<file path="src/rtl/hctm_pkg.sv">
`timescale 1ns / 1ps
// ----------------------------------------------------------------------------
// hctm_pkg
// Types and constants shared by the hair cell transmitter model.
// ----------------------------------------------------------------------------
package hctm_pkg;

	localparam int CFG_IDX_W = 3;

	typedef enum logic [CFG_IDX_W-1:0] {
		REG_PERM_RATE      = 3'd0,
		REG_REPLENISH_RATE = 3'd1,
		REG_LOSS_RATE      = 3'd2,
		REG_REUPTAKE_RATE  = 3'd3,
		REG_REPROCESS_RATE = 3'd4,
		REG_SUBTRACT_SPONT = 3'd5,
		REG_SPONT_OFFSET   = 3'd6
	} cfg_reg_t;

	localparam logic [31:0] RST_PERM_RATE      = 32'd134217728;
	localparam logic [31:0] RST_REPLENISH_RATE = 32'd338900;
	localparam logic [31:0] RST_LOSS_RATE      = 32'd167772160;
	localparam logic [31:0] RST_REUPTAKE_RATE  = 32'd441576325;
	localparam logic [31:0] RST_REPROCESS_RATE = 32'd4449989;
	localparam logic [31:0] RST_SPONT_OFFSET   = 32'd85;

	// resting pool contents, Q0.32
	localparam logic [31:0] RST_FREE_POOL      = 32'd1540757012;
	localparam logic [31:0] RST_CLEFT_POOL     = 32'd5563505;
	localparam logic [31:0] RST_REPROCESS_POOL = 32'd552071526;

	// stimulus offset 5 and half saturation 300, both Q.19
	localparam logic signed [24:0] STIM_OFFSET = 25'sd2621440;
	localparam logic [28:0]        HALF_SAT    = 29'd157286400;
	localparam logic [32:0]        OUT_GAIN    = 33'd50000;

	localparam int DIV_BITS = 32;

	typedef enum logic [3:0] {
		S_IDLE,
		S_DIV,
		S_KT,
		S_REP,
		S_EJ,
		S_LOSS,
		S_REUP,
		S_REPR,
		S_UPD,
		S_WB,
		S_RESP,
		S_OUT
	} hctm_state_t;

	typedef struct packed {
		logic        start;
		logic [23:0] st;
	} div_ctl_t;

	typedef struct packed {
		logic        busy;
		logic        done;
		logic [31:0] quot;
	} div_sts_t;

	function automatic logic [31:0] sat_pool(input logic signed [37:0] v);
		logic [31:0] r;
		if (v < 38'sd0) begin
			r = 32'd0;
		end else if (v > 38'sh0_FFFF_FFFF) begin
			r = 32'hFFFF_FFFF;
		end else begin
			r = v[31:0];
		end
		return r;
	endfunction

endpackage

</file>
<file path="src/rtl/hctm_div.sv">
`timescale 1ns / 1ps
// ----------------------------------------------------------------------------
// hctm_div
// Restoring divider: quot = floor(st * 2^32 / (st + HALF_SAT)), one bit a cycle.
// ----------------------------------------------------------------------------
module hctm_div
	import hctm_pkg::*;
(
	input  logic     clk,
	input  logic     arst_n,
	input  div_ctl_t ctl,
	output div_sts_t sts
);
	logic [28:0] rem_q;
	logic [28:0] den_q;
	logic [31:0] quot_q;
	logic [5:0]  cnt_q;
	logic        busy_q;
	logic        done_q;
	logic [29:0] shifted;
	logic        take;

	// remainder stays below the divisor, so the doubled value fits 30 bits
	assign shifted = {rem_q, 1'b0};
	assign take    = shifted >= {1'b0, den_q};

	always_ff @(posedge clk or negedge arst_n) begin
		if (!arst_n) begin
			busy_q <= 1'b0;
			done_q <= 1'b0;
			cnt_q  <= '0;
		end else begin
			done_q <= 1'b0;
			if (ctl.start) begin
				busy_q <= 1'b1;
				cnt_q  <= 6'(DIV_BITS);
			end else if (busy_q) begin
				cnt_q <= cnt_q - 6'd1;
				if (cnt_q == 6'd1) begin
					busy_q <= 1'b0;
					done_q <= 1'b1;
				end
			end
		end
	end

	always_ff @(posedge clk) begin
		if (ctl.start) begin
			rem_q  <= {5'd0, ctl.st};
			den_q  <= {5'd0, ctl.st} + HALF_SAT;
			quot_q <= '0;
		end else if (busy_q) begin
			rem_q  <= take ? 29'(shifted - {1'b0, den_q}) : shifted[28:0];
			quot_q <= {quot_q[30:0], take};
		end
	end

	assign sts.busy = busy_q;
	assign sts.done = done_q;
	assign sts.quot = quot_q;
endmodule

</file>
<file path="config.mk">
export PLATFORM = sky130hd
export DESIGN_NAME = hctm_div
export DESIGN_NICKNAME = d
export VERILOG_FILES = /design/src/rtl/hctm_pkg.sv /design/src/rtl/hctm_div.sv
export SDC_FILE = /design/constraint.sdc
export NUM_CORES = 1
export LEC_CHECK = 0
export ABC_AREA = 1
export BUFFER_PORTS_ARGS = -buffer_cell sky130_fd_sc_hd__buf_2
export CORE_ASPECT_RATIO = 1.75
export CORE_MARGIN = 2
export CORE_UTILIZATION = 35
export CTS_BUF_LIST = sky130_fd_sc_hd__clkbuf_8
export DETAILED_ROUTE_END_ITERATION = 8
export SLEW_MARGIN = 10
export SYNTH_ARGS = -nofsm -noshare
export SYNTH_HDL_FRONTEND = slang
export SYNTH_SLANG_ARGS = --single-unit
</file>
<file path="constraint.sdc">
create_clock -name clk -period 2.7 [get_ports clk]
set_clock_uncertainty 0.1 [all_clocks]
set_input_delay 0.405 -clock clk [delete_from_list [all_inputs] [get_ports clk]]
set_output_delay 0.405 -clock clk [all_outputs]
set_load 0.01 [all_outputs]
</file>
==> reports/qor.log, run 1 <==
qor: clocking.worstSkewPairLatency 0.39 ns
qor: yosys.post_synthesis_average_cell_area 7.22 µm²
qor: clocking.cts.clk_slew.worst_paths 0.11 ns
qor: clocking.numCtsBuffers 9
qor: clocking.cts_max_path_buffers 2
qor: timing.grt_setup_unrepaired no
qor: yosys.ys_warn_count 0
qor: layout.sequential_cell_area 2440 µm²
qor: layout.areaGrowthSynthToFinish 13.7%
qor: timing.final-setup-viol-count 0
qor: detailed_routing.postRouteWirelength 15,700 µm
qor: yosys.postSynthCellCount 830
qor: floorplan.fp.coreArea 16,900 µm²
qor: clocking.clock-root-buffer clkbuf_8
qor: yosys.synth_nets 888
qor: pwr.leakage_power_of_the_design 0.00347 µW
qor: yosys.post_synth_num_cell_types 35
qor: timing.timing.final.hold_violations 0
qor: timing.final.min_clock_period 2.50 ns
qor: detailed_routing.num_vias 5,282
qor: floorplan.die_h 177 µm
qor: pwr.power-per-cell-area 1040 nW/µm²
qor: floorplan.die_area 18,200 µm²
qor: outcome.status complete, no violations
qor: timing.timing.fmax 400 MHz
qor: global_routing.grt_pass1_vias 5,485
qor: layout.fillerInstances 1,860
qor: yosys.synth_area 5990 µm²
qor: detailed_routing.route.detailed.drc 0
qor: setup_path.setup.worst_path.class reg2reg
qor: layout.fin_nets 958
qor: layout.finalCoreUtilization 40.4%
qor: timing.timing.setup.tns 0 ns
qor: global_routing.grt_max_degree 36
qor: run.maxCapViolations 0
qor: detailed_routing.mean_routed_wirelength_per_cell 13.8 µm
qor: floorplan.io_pins 61
qor: pwr.vdd_ir_drop_max 0.000325 V
qor: clocking.clock_net_sink_count 95
qor: setup_path.worst-endpoint-required 2.75 ns
qor: clocking.tritoncts built
qor: setup_path.timing.reg2reg.setup_slack 0.20 ns
qor: global_routing.globalRouteOverflowTotal 0
qor: timing.min_period_over_period 92.6%
qor: detailed_routing.final_antenna_net_count 0
qor: layout.footprint_of_the_multi_input_gates 2810 µm²
qor: detailed_routing.drtIter0Drc 187
qor: hold_path.hold_removal_path_class in2reg
qor: place.gpl.final_weighted_congestion 0.984
qor: timing.max_slew.worst_pin.slew 0.557 ns
qor: floorplan.rows 63
qor: timing.slew_headroom 62.7%
qor: timing.slew_violations 0
qor: yosys.synth-seq-cells 95
qor: setup_path.start_kind flop
qor: detailed_routing.via_per_inst 4.66
qor: setup_path.arrival 2.55 ns
qor: clocking.cts.repair.resized 0
qor: clocking.htree_levels 3
qor: layout.fraction_of_final_layout_cells_sized_beyond_drive_strength_1 12.5%
qor: global_routing.global_route_wire_length_before_repair 25,700 µm
qor: setup_path.worstSetupEndpointType flop
qor: yosys.synth-seq-area-share 40.8%
qor: global_routing.number_of_antenna_violations_at_the_first_check_in_global_routing 1
qor: setup_path.crit_fanout 17
qor: floorplan.dieWidth 103 µm
qor: global_routing.gr-usage-all-layers 18.3%
qor: place.detailedPlacementHpwl 12,300 µm
qor: pwr.power.total 7090 µW
qor: place.place.port_buffers 60
qor: detailed_routing.drt_first_pass_iters 4
qor: floorplan.start_util 35.5%
[cells in the mapped netlist]
library cell / instances / area [µm²]
nor3_2: 2 / 20.0
and2_1: 5 / 31.3
nand2_1: 274 / 1030
nor3_1: 3 / 15.0
edfxtp_1: 50 / 1500
nand4_1: 6 / 37.5
xnor2_1: 11 / 96.3
nor2_1: 49 / 184
nand3_4: 1 / 17.5
buf_4: 3 / 22.5
xor2_1: 1 / 8.76
buf_6: 3 / 33.8
nor4_1: 2 / 12.5
o21ai_1: 9 / 45.0
o21ai_0: 9 / 45.0
clkbuf_1: 7 / 26.3
nand3_2: 1 / 10.0
a21oi_1: 21 / 105
nor2_2: 4 / 25.0
o21bai_1: 3 / 22.5
inv_1: 166 / 623
nand2_2: 4 / 25.0
nor2_4: 3 / 33.8
inv_2: 1 / 3.75
nand2_8: 1 / 20.0
o22ai_1: 31 / 194
buf_1: 5 / 18.8
dfxtp_1: 37 / 741
nand3b_1: 20 / 150
buf_2: 2 / 10.0
ha_1: 30 / 375
dfrtp_1: 8 / 200
nand3_1: 55 / 275
or2_2: 2 / 12.5
fa_1: 1 / 20.0
[layer usage]
metal	GRT usage [%]	wire, µm	up-vias
met2	34.3	8490	89
met5	0	0	-
li1	-	-	2749
met3	1.97	313	45
met4	12.2	996	0
met1	18.1	5890	2399
[what timing repair did]
item,CTS,global route
hold buffers,1,0
hold endpoints to repair,8,0
setup buffers,0,0
[placed cells by master (no fill, tap or decap), types with 4 or more instances in the layout]
master and n:
xnor2_1 11, clkbuf_8 9, edfxtp_1 50, nand4_1 6, buf_4 16, nand3_1 55
o21ai_1 9, nand2_2 4, buf_2 60, dfxtp_1 37, dfrtp_1 8, nor2_1 49
o22ai_1 31, nand2_1 274, nand3b_1 20, a21oi_1 21, ha_1 30, o21ai_0 9
nor2_2 4, inv_1 166, and2_1 5
[logic make-up (layout without fill, tap and decap cells)]
| logic type | count (synthesis) | in the layout | share of synthesized area, % |
|---|---|---|---|
| other cells | 0 | 1 | 0 |
| flops | 95 | 95 | 40.8 |
| fa+ha+maj | 31 | 31 | 6.60 |
| xor+xnor | 12 | 12 | 1.75 |
| compound gates | 73 | 73 | 6.87 |
| simple gates | 432 | 432 | 31.7 |
| buf+inv | 187 | 262 | 12.3 |
[critical path, cell delays in order, from the launching register on]
cell	delay, ns
edfxtp_1	0.42
ha_1	0.38
nand2_1	0.13
nor2_2	0.22
nand2_1	0.11
nor2_2	0.14
nand2_2	0.07
nor2_4	0.12
nor2_4	0.07
nand2_8	0.07
buf_12	0.15
nand3_1	0.12
nand3_1	0.10
nand2_1	0.05
[power by group]
group | total [µW] | internal (µW) | switching (µW)
Sequential | 2110 | 1900 | 202
Clock | 927 | 347 | 579
Combinational | 4060 | 1510 | 2550
Total | 7090 | 3760 | 3330
[cell type report]
| cell class | count | share of cell area, % |
|---|---|---|
| multi-input cells | 548 | 41.2 |
| inverters | 167 | 9.20 |
| clock buffers | 9 | 1.82 |
| diodes | 1 | 0.0367 |
| well taps | 227 | 4.17 |
| repair buffers | 79 | 6.90 |
| flip-flops and latches | 95 | 35.8 |
| clock inverters | 7 | 0.790 |
[final timing paths]
check                                  startpoint                      to  depth (start not counted)
setup / recovery              rem_q[18]$_DFFE_PP_     rem_q[22]$_DFFE_PP_                         13
hold / removal                            ctl[10]     den_q[10]$_DFFE_PP_                          1
setup reg to reg              rem_q[18]$_DFFE_PP_     rem_q[22]$_DFFE_PP_                         13
hold reg to reg            rem_q[28]$_SDFFE_PP0P_  rem_q[28]$_SDFFE_PP0P_                          2
max in group asynchronous                  arst_n        done_q$_DFF_PN0_                          2
min in group asynchronous                  arst_n    cnt_q[2]$_DFFE_PN0P_                          2
[flip-flops by register name, indices dropped and copies added, names as in the netlist]
register	cells
cnt_q	6
busy_q	1
den_q	26
quot_q	32
done_q	1
rem_q	29
[metrics by stage]
step                cell area (µm²)  setup slack, ns  hold WS, ns  cells
global route                   6810           0.0509       0.0940   1133
floorplan                      5990            0.357      0.00941    830
global placement               6620            0.196        0.160   1115
CTS                            6810            0.177       0.0853   1132
finish                         6810            0.200       0.0995   1133
detailed placement             6620            0.211        0.160   1115
Note: power is estimated with default switching activity, not from simulation.
==> inputs of run 2 (changes only) <==
--- a/config.mk
+++ b/config.mk
@@ -7,11 +7,15 @@
 export LEC_CHECK = 0
 export ABC_AREA = 1
 export BUFFER_PORTS_ARGS = -buffer_cell sky130_fd_sc_hd__buf_2
+export CELL_PAD_IN_SITES_DETAIL_PLACEMENT = 0
+export CELL_PAD_IN_SITES_GLOBAL_PLACEMENT = 1
 export CORE_ASPECT_RATIO = 1.75
 export CORE_MARGIN = 2
 export CORE_UTILIZATION = 35
 export CTS_BUF_LIST = sky130_fd_sc_hd__clkbuf_8
+export CTS_CLUSTER_DIAMETER = 100
 export DETAILED_ROUTE_END_ITERATION = 8
+export PLACE_DENSITY_LB_ADDON = 0.1
 export SLEW_MARGIN = 10
 export SYNTH_ARGS = -nofsm -noshare
 export SYNTH_HDL_FRONTEND = slang
==> run 2 against run 1 <==
Compared with the run above: clock-buffer cell count unchanged; critical endpoint unchanged; routed wire length rose by 4.3%; non-clock buffer count is 5 lower; utilization shrank 0.059 points; first-iteration DRC count increased by 4.3%; final area fell by 0.15%; worst hold slack got worse by 0.0032 ns; global-route usage is 0.96 points higher; sequential cell count unchanged; worst setup slack lost 0.044 ns; sequential power is essentially flat; largest cell class unchanged; register-to-register slack worse by 0.04 ns.
==> reports/qor.log, run 2 (synthesis results as in run 1) <==
qor: setup_path.crit_path_end rem_q[22]$_DFFE_PP_
qor: setup_path.cp-startpoint rem_q[17]$_DFFE_PP_
qor: floorplan.fp.coreArea 16,900 µm² [unchanged]
qor: pwr.vdd_ir_drop_max 0.000388 V [+19%]
qor: timing.final.setup.worst_slack 0.156 ns [-0.0440 ns]
qor: global_routing.globalRouteOverflowTotal 0 [unchanged]
qor: timing.final.min_clock_period 2.54 ns [+0.0440 ns]
qor: timing.final-setup-viol-count 0 [unchanged]
qor: detailed_routing.final_antenna_net_count 0 [unchanged]
qor: detailed_routing.via_per_inst 4.67 [about the same]
qor: global_routing.grt_max_degree 44 [+22%]
qor: outcome.status complete, no violations
qor: place.detailedPlacementHpwl 13,000 µm [+5.6%]
qor: setup_path.rr_endpoint rem_q[22]$_DFFE_PP_
qor: hold_path.hold_removal_path_class in2reg
qor: run.maxCapViolations 0 [unchanged]
qor: detailed_routing.mean_routed_wirelength_per_cell 14.5 µm [+4.9%]
qor: layout.largest-register quot_q
qor: layout.fin_nets 953 [-0.52%]
qor: clocking.clock-root-buffer clkbuf_8
qor: timing.min_period_over_period 94.2% [+1.6 points]
qor: clocking.worstSkewPairLatency 0.39 ns [about the same]
qor: clocking.clock_net_sink_count 95 [unchanged]
qor: floorplan.die_h 177 µm [unchanged]
qor: setup_path.critical-path-max-stage-delay 0.43 ns [about the same]
qor: clocking.htree_levels 3 [unchanged]
qor: layout.layout_top_registers quot_q x32, rem_q x29, den_q x26
qor: timing.slew_violations 0 [unchanged]
qor: place.place.port_buffers 60 [unchanged]
qor: timing.slew_headroom 34.6% [-28 points]
qor: global_routing.global_route_wire_length_before_repair 26,700 µm [+3.9%]
qor: layout.footprint_of_the_multi_input_gates 2810 µm² [unchanged]
qor: timing.grt_setup_unrepaired no
qor: floorplan.die_area 18,200 µm² [unchanged]
qor: global_routing.met1_layer_usage_reported_by_global_route 19.3% [+1.3 points]
qor: floorplan.dieWidth 103 µm [unchanged]
qor: place.detailedPlace.worstSlack 0.155 ns [-0.0558 ns]
qor: layout.final_common_cell nand2_1
qor: timing.timing.final.hold_violations 0 [unchanged]
qor: setup_path.timing.reg2reg.setup_slack 0.16 ns [-0.04 ns]
qor: setup_path.arrival 2.60 ns [+0.05 ns]
qor: layout.sequential_cell_area 2440 µm² [unchanged]
qor: floorplan.io_pins 61 [unchanged]
qor: global_routing.grt_pass1_vias 5,539 [+0.98%]
qor: pwr.leakage_power_of_the_design 0.00345 µW [-0.46%]
qor: clocking.cts.clk_slew.worst_paths 0.10 ns [about the same]
qor: setup_path.path_cells ha_1, nand2_1, nor2_2, nand2_1, nor2_2, nand2_2, nor2_4, nor2_4, nand2_8, buf_12, nand3_1, nand3_1, nand2_1
qor: place.gpl.final_weighted_congestion 0.924 [-6.1%]
qor: detailed_routing.drt_first_pass_iters 4 [unchanged]
qor: global_routing.number_of_antenna_violations_at_the_first_check_in_global_routing 0 [-1]
qor: layout.num_antenna_cells 0 [-1]
qor: global_routing.grtUsageMet3 3.91% [+1.9 points]
qor: timing.timing.fmax 393 MHz [-1.7%]
qor: layout.areaGrowthSynthToFinish 13.6%
qor: setup_path.crit_buf_inv 1 [unchanged]
qor: detailed_routing.num_vias 5,259 [-0.44%]
qor: setup_path.critical_path_cell_count 13 [unchanged]
qor: setup_path.worst_r2r_path_depth 13 [unchanged]
qor: pwr.power-per-cell-area 1060 nW/µm² [+1.7%]
qor: layout.final_cell_mix 274 x nand2_1, 165 x inv_1, 60 x buf_2, 55 x nand3_1, 50 x edfxtp_1
qor: setup_path.crit_family simple AND/OR/NAND/NOR gates
qor: setup_path.worst-endpoint-required 2.76 ns [about the same]
qor: setup_path.crit_fanout 14 [-3]
qor: layout.fillerInstances 1,920 [+3.2%]
qor: layout.finalCoreUtilization 40.3% [-0.059 points]
qor: setup_path.setup.worst_path.class reg2reg
qor: setup_path.cp_slowest_cell edfxtp_1
qor: floorplan.rows 63 [unchanged]
qor: layout.number_of_flip_flops_in_the_largest_register 32 [unchanged]
qor: detailed_routing.route.detailed.drc 0 [unchanged]
qor: setup_path.start_kind flop
qor: setup_path.critical_path.most_common_cell nand2_1
qor: timing.max_slew.worst_pin.slew 0.980 ns [+0.423 ns]
qor: clocking.post_cts_buffers 0 [unchanged]
qor: detailed_routing.postRouteWirelength 16,400 µm [+4.3%]
qor: clocking.cts_max_path_buffers 2 [unchanged]
qor: layout.fraction_of_final_layout_cells_sized_beyond_drive_strength_1 12.1% [-0.38 points]
qor: global_routing.globalRoute.busiestLayer met2
qor: floorplan.start_util 35.5% [unchanged]
qor: detailed_routing.drtIter0Drc 195 [+4.3%]
qor: setup_path.worstSetupEndpointType flop
qor: global_routing.gr-usage-all-layers 19.2% [+0.96 points]
qor: global_routing.grt_util_met2 36.4% [+2.1 points]
qor: timing.timing.setup.tns 0 ns [unchanged]
qor: clocking.tritoncts built
qor: clocking.numCtsBuffers 9 [unchanged]
qor: hold_path.hp-start ctl[7]
qor: setup_path.regToRegStartpoint rem_q[17]$_DFFE_PP_
==> run 2: changes by cell type in the layout (fill, tap and decap cells not counted), sizes merged <==
| cell | change |
|---|---|
| buf | -5 |
| diode | -1 |
==> run 2: repair_timing <==
item                      CTS  global route
gates resized for setup     0             0
hold buffers                1             0
hold endpoints to repair    8             0
==> run 2: how the worst min path moves through the flow <==
stage / cells past startpoint / slack [ns] / endpoint
after floorplan: 0 / 0.009 / busy_q$_DFF_PN0_
after global placement: 1 / 0.16 / done_q$_DFF_PN0_
after detailed placement: 1 / 0.16 / done_q$_DFF_PN0_
after CTS: 1 / 0.08 / den_q[6]$_DFFE_PP_
after global routing: 1 / 0.07 / den_q[6]$_DFFE_PP_
final: 1 / 0.1 / den_q[7]$_DFFE_PP_
==> run 2: final cells by class <==
type / instances / area share [%]
multi-input cells: 548 / 41.3
flip-flops and latches: 95 / 35.9
inverters: 167 / 9.21
repair buffers: 74 / 6.73
well taps: 227 / 4.17
clock buffers: 9 / 1.82
clock inverters: 7 / 0.864
==> run 2: worst register-to-register path, cell delays in order (launching register included) <==
cell and delay [ns]:
edfxtp_1 0.43, ha_1 0.38, nand2_1 0.12, nor2_2 0.21
nand2_1 0.11, nor2_2 0.15, nand2_2 0.07, nor2_4 0.12
nor2_4 0.07, nand2_8 0.09, buf_12 0.15, nand3_1 0.13
nand3_1 0.11, nand2_1 0.05
==> run 2: per-stage QoR <==
stage / std cells / power (µW) / area (µm²) / hold slack, ns
floorplan: 830 / 5110 / 5990 / 0.00941
global placement: 1110 / 6290 / 6610 / 0.157
detailed placement: 1110 / 6310 / 6610 / 0.158
CTS: 1127 / 7280 / 6800 / 0.0758
global route: 1127 / 7930 / 6800 / 0.0686
finish: 1127 / 7200 / 6800 / 0.0963
==> run 2: routing by layer <==
| layer | up-vias | part of all wire (%) |
|---|---|---|
| li1 | 2737 | - |
| met1 | 2395 | 38 |
| met2 | 92 | 55 |
| met3 | 35 | 3.0 |
| met4 | 0 | 4.1 |
| met5 | - | 0 |
==> run 2: report_power, final <==
part | internal (µW) | switching [µW]
clock | 353 | 580
combinational | 1520 | 2630
sequential | 1900 | 206
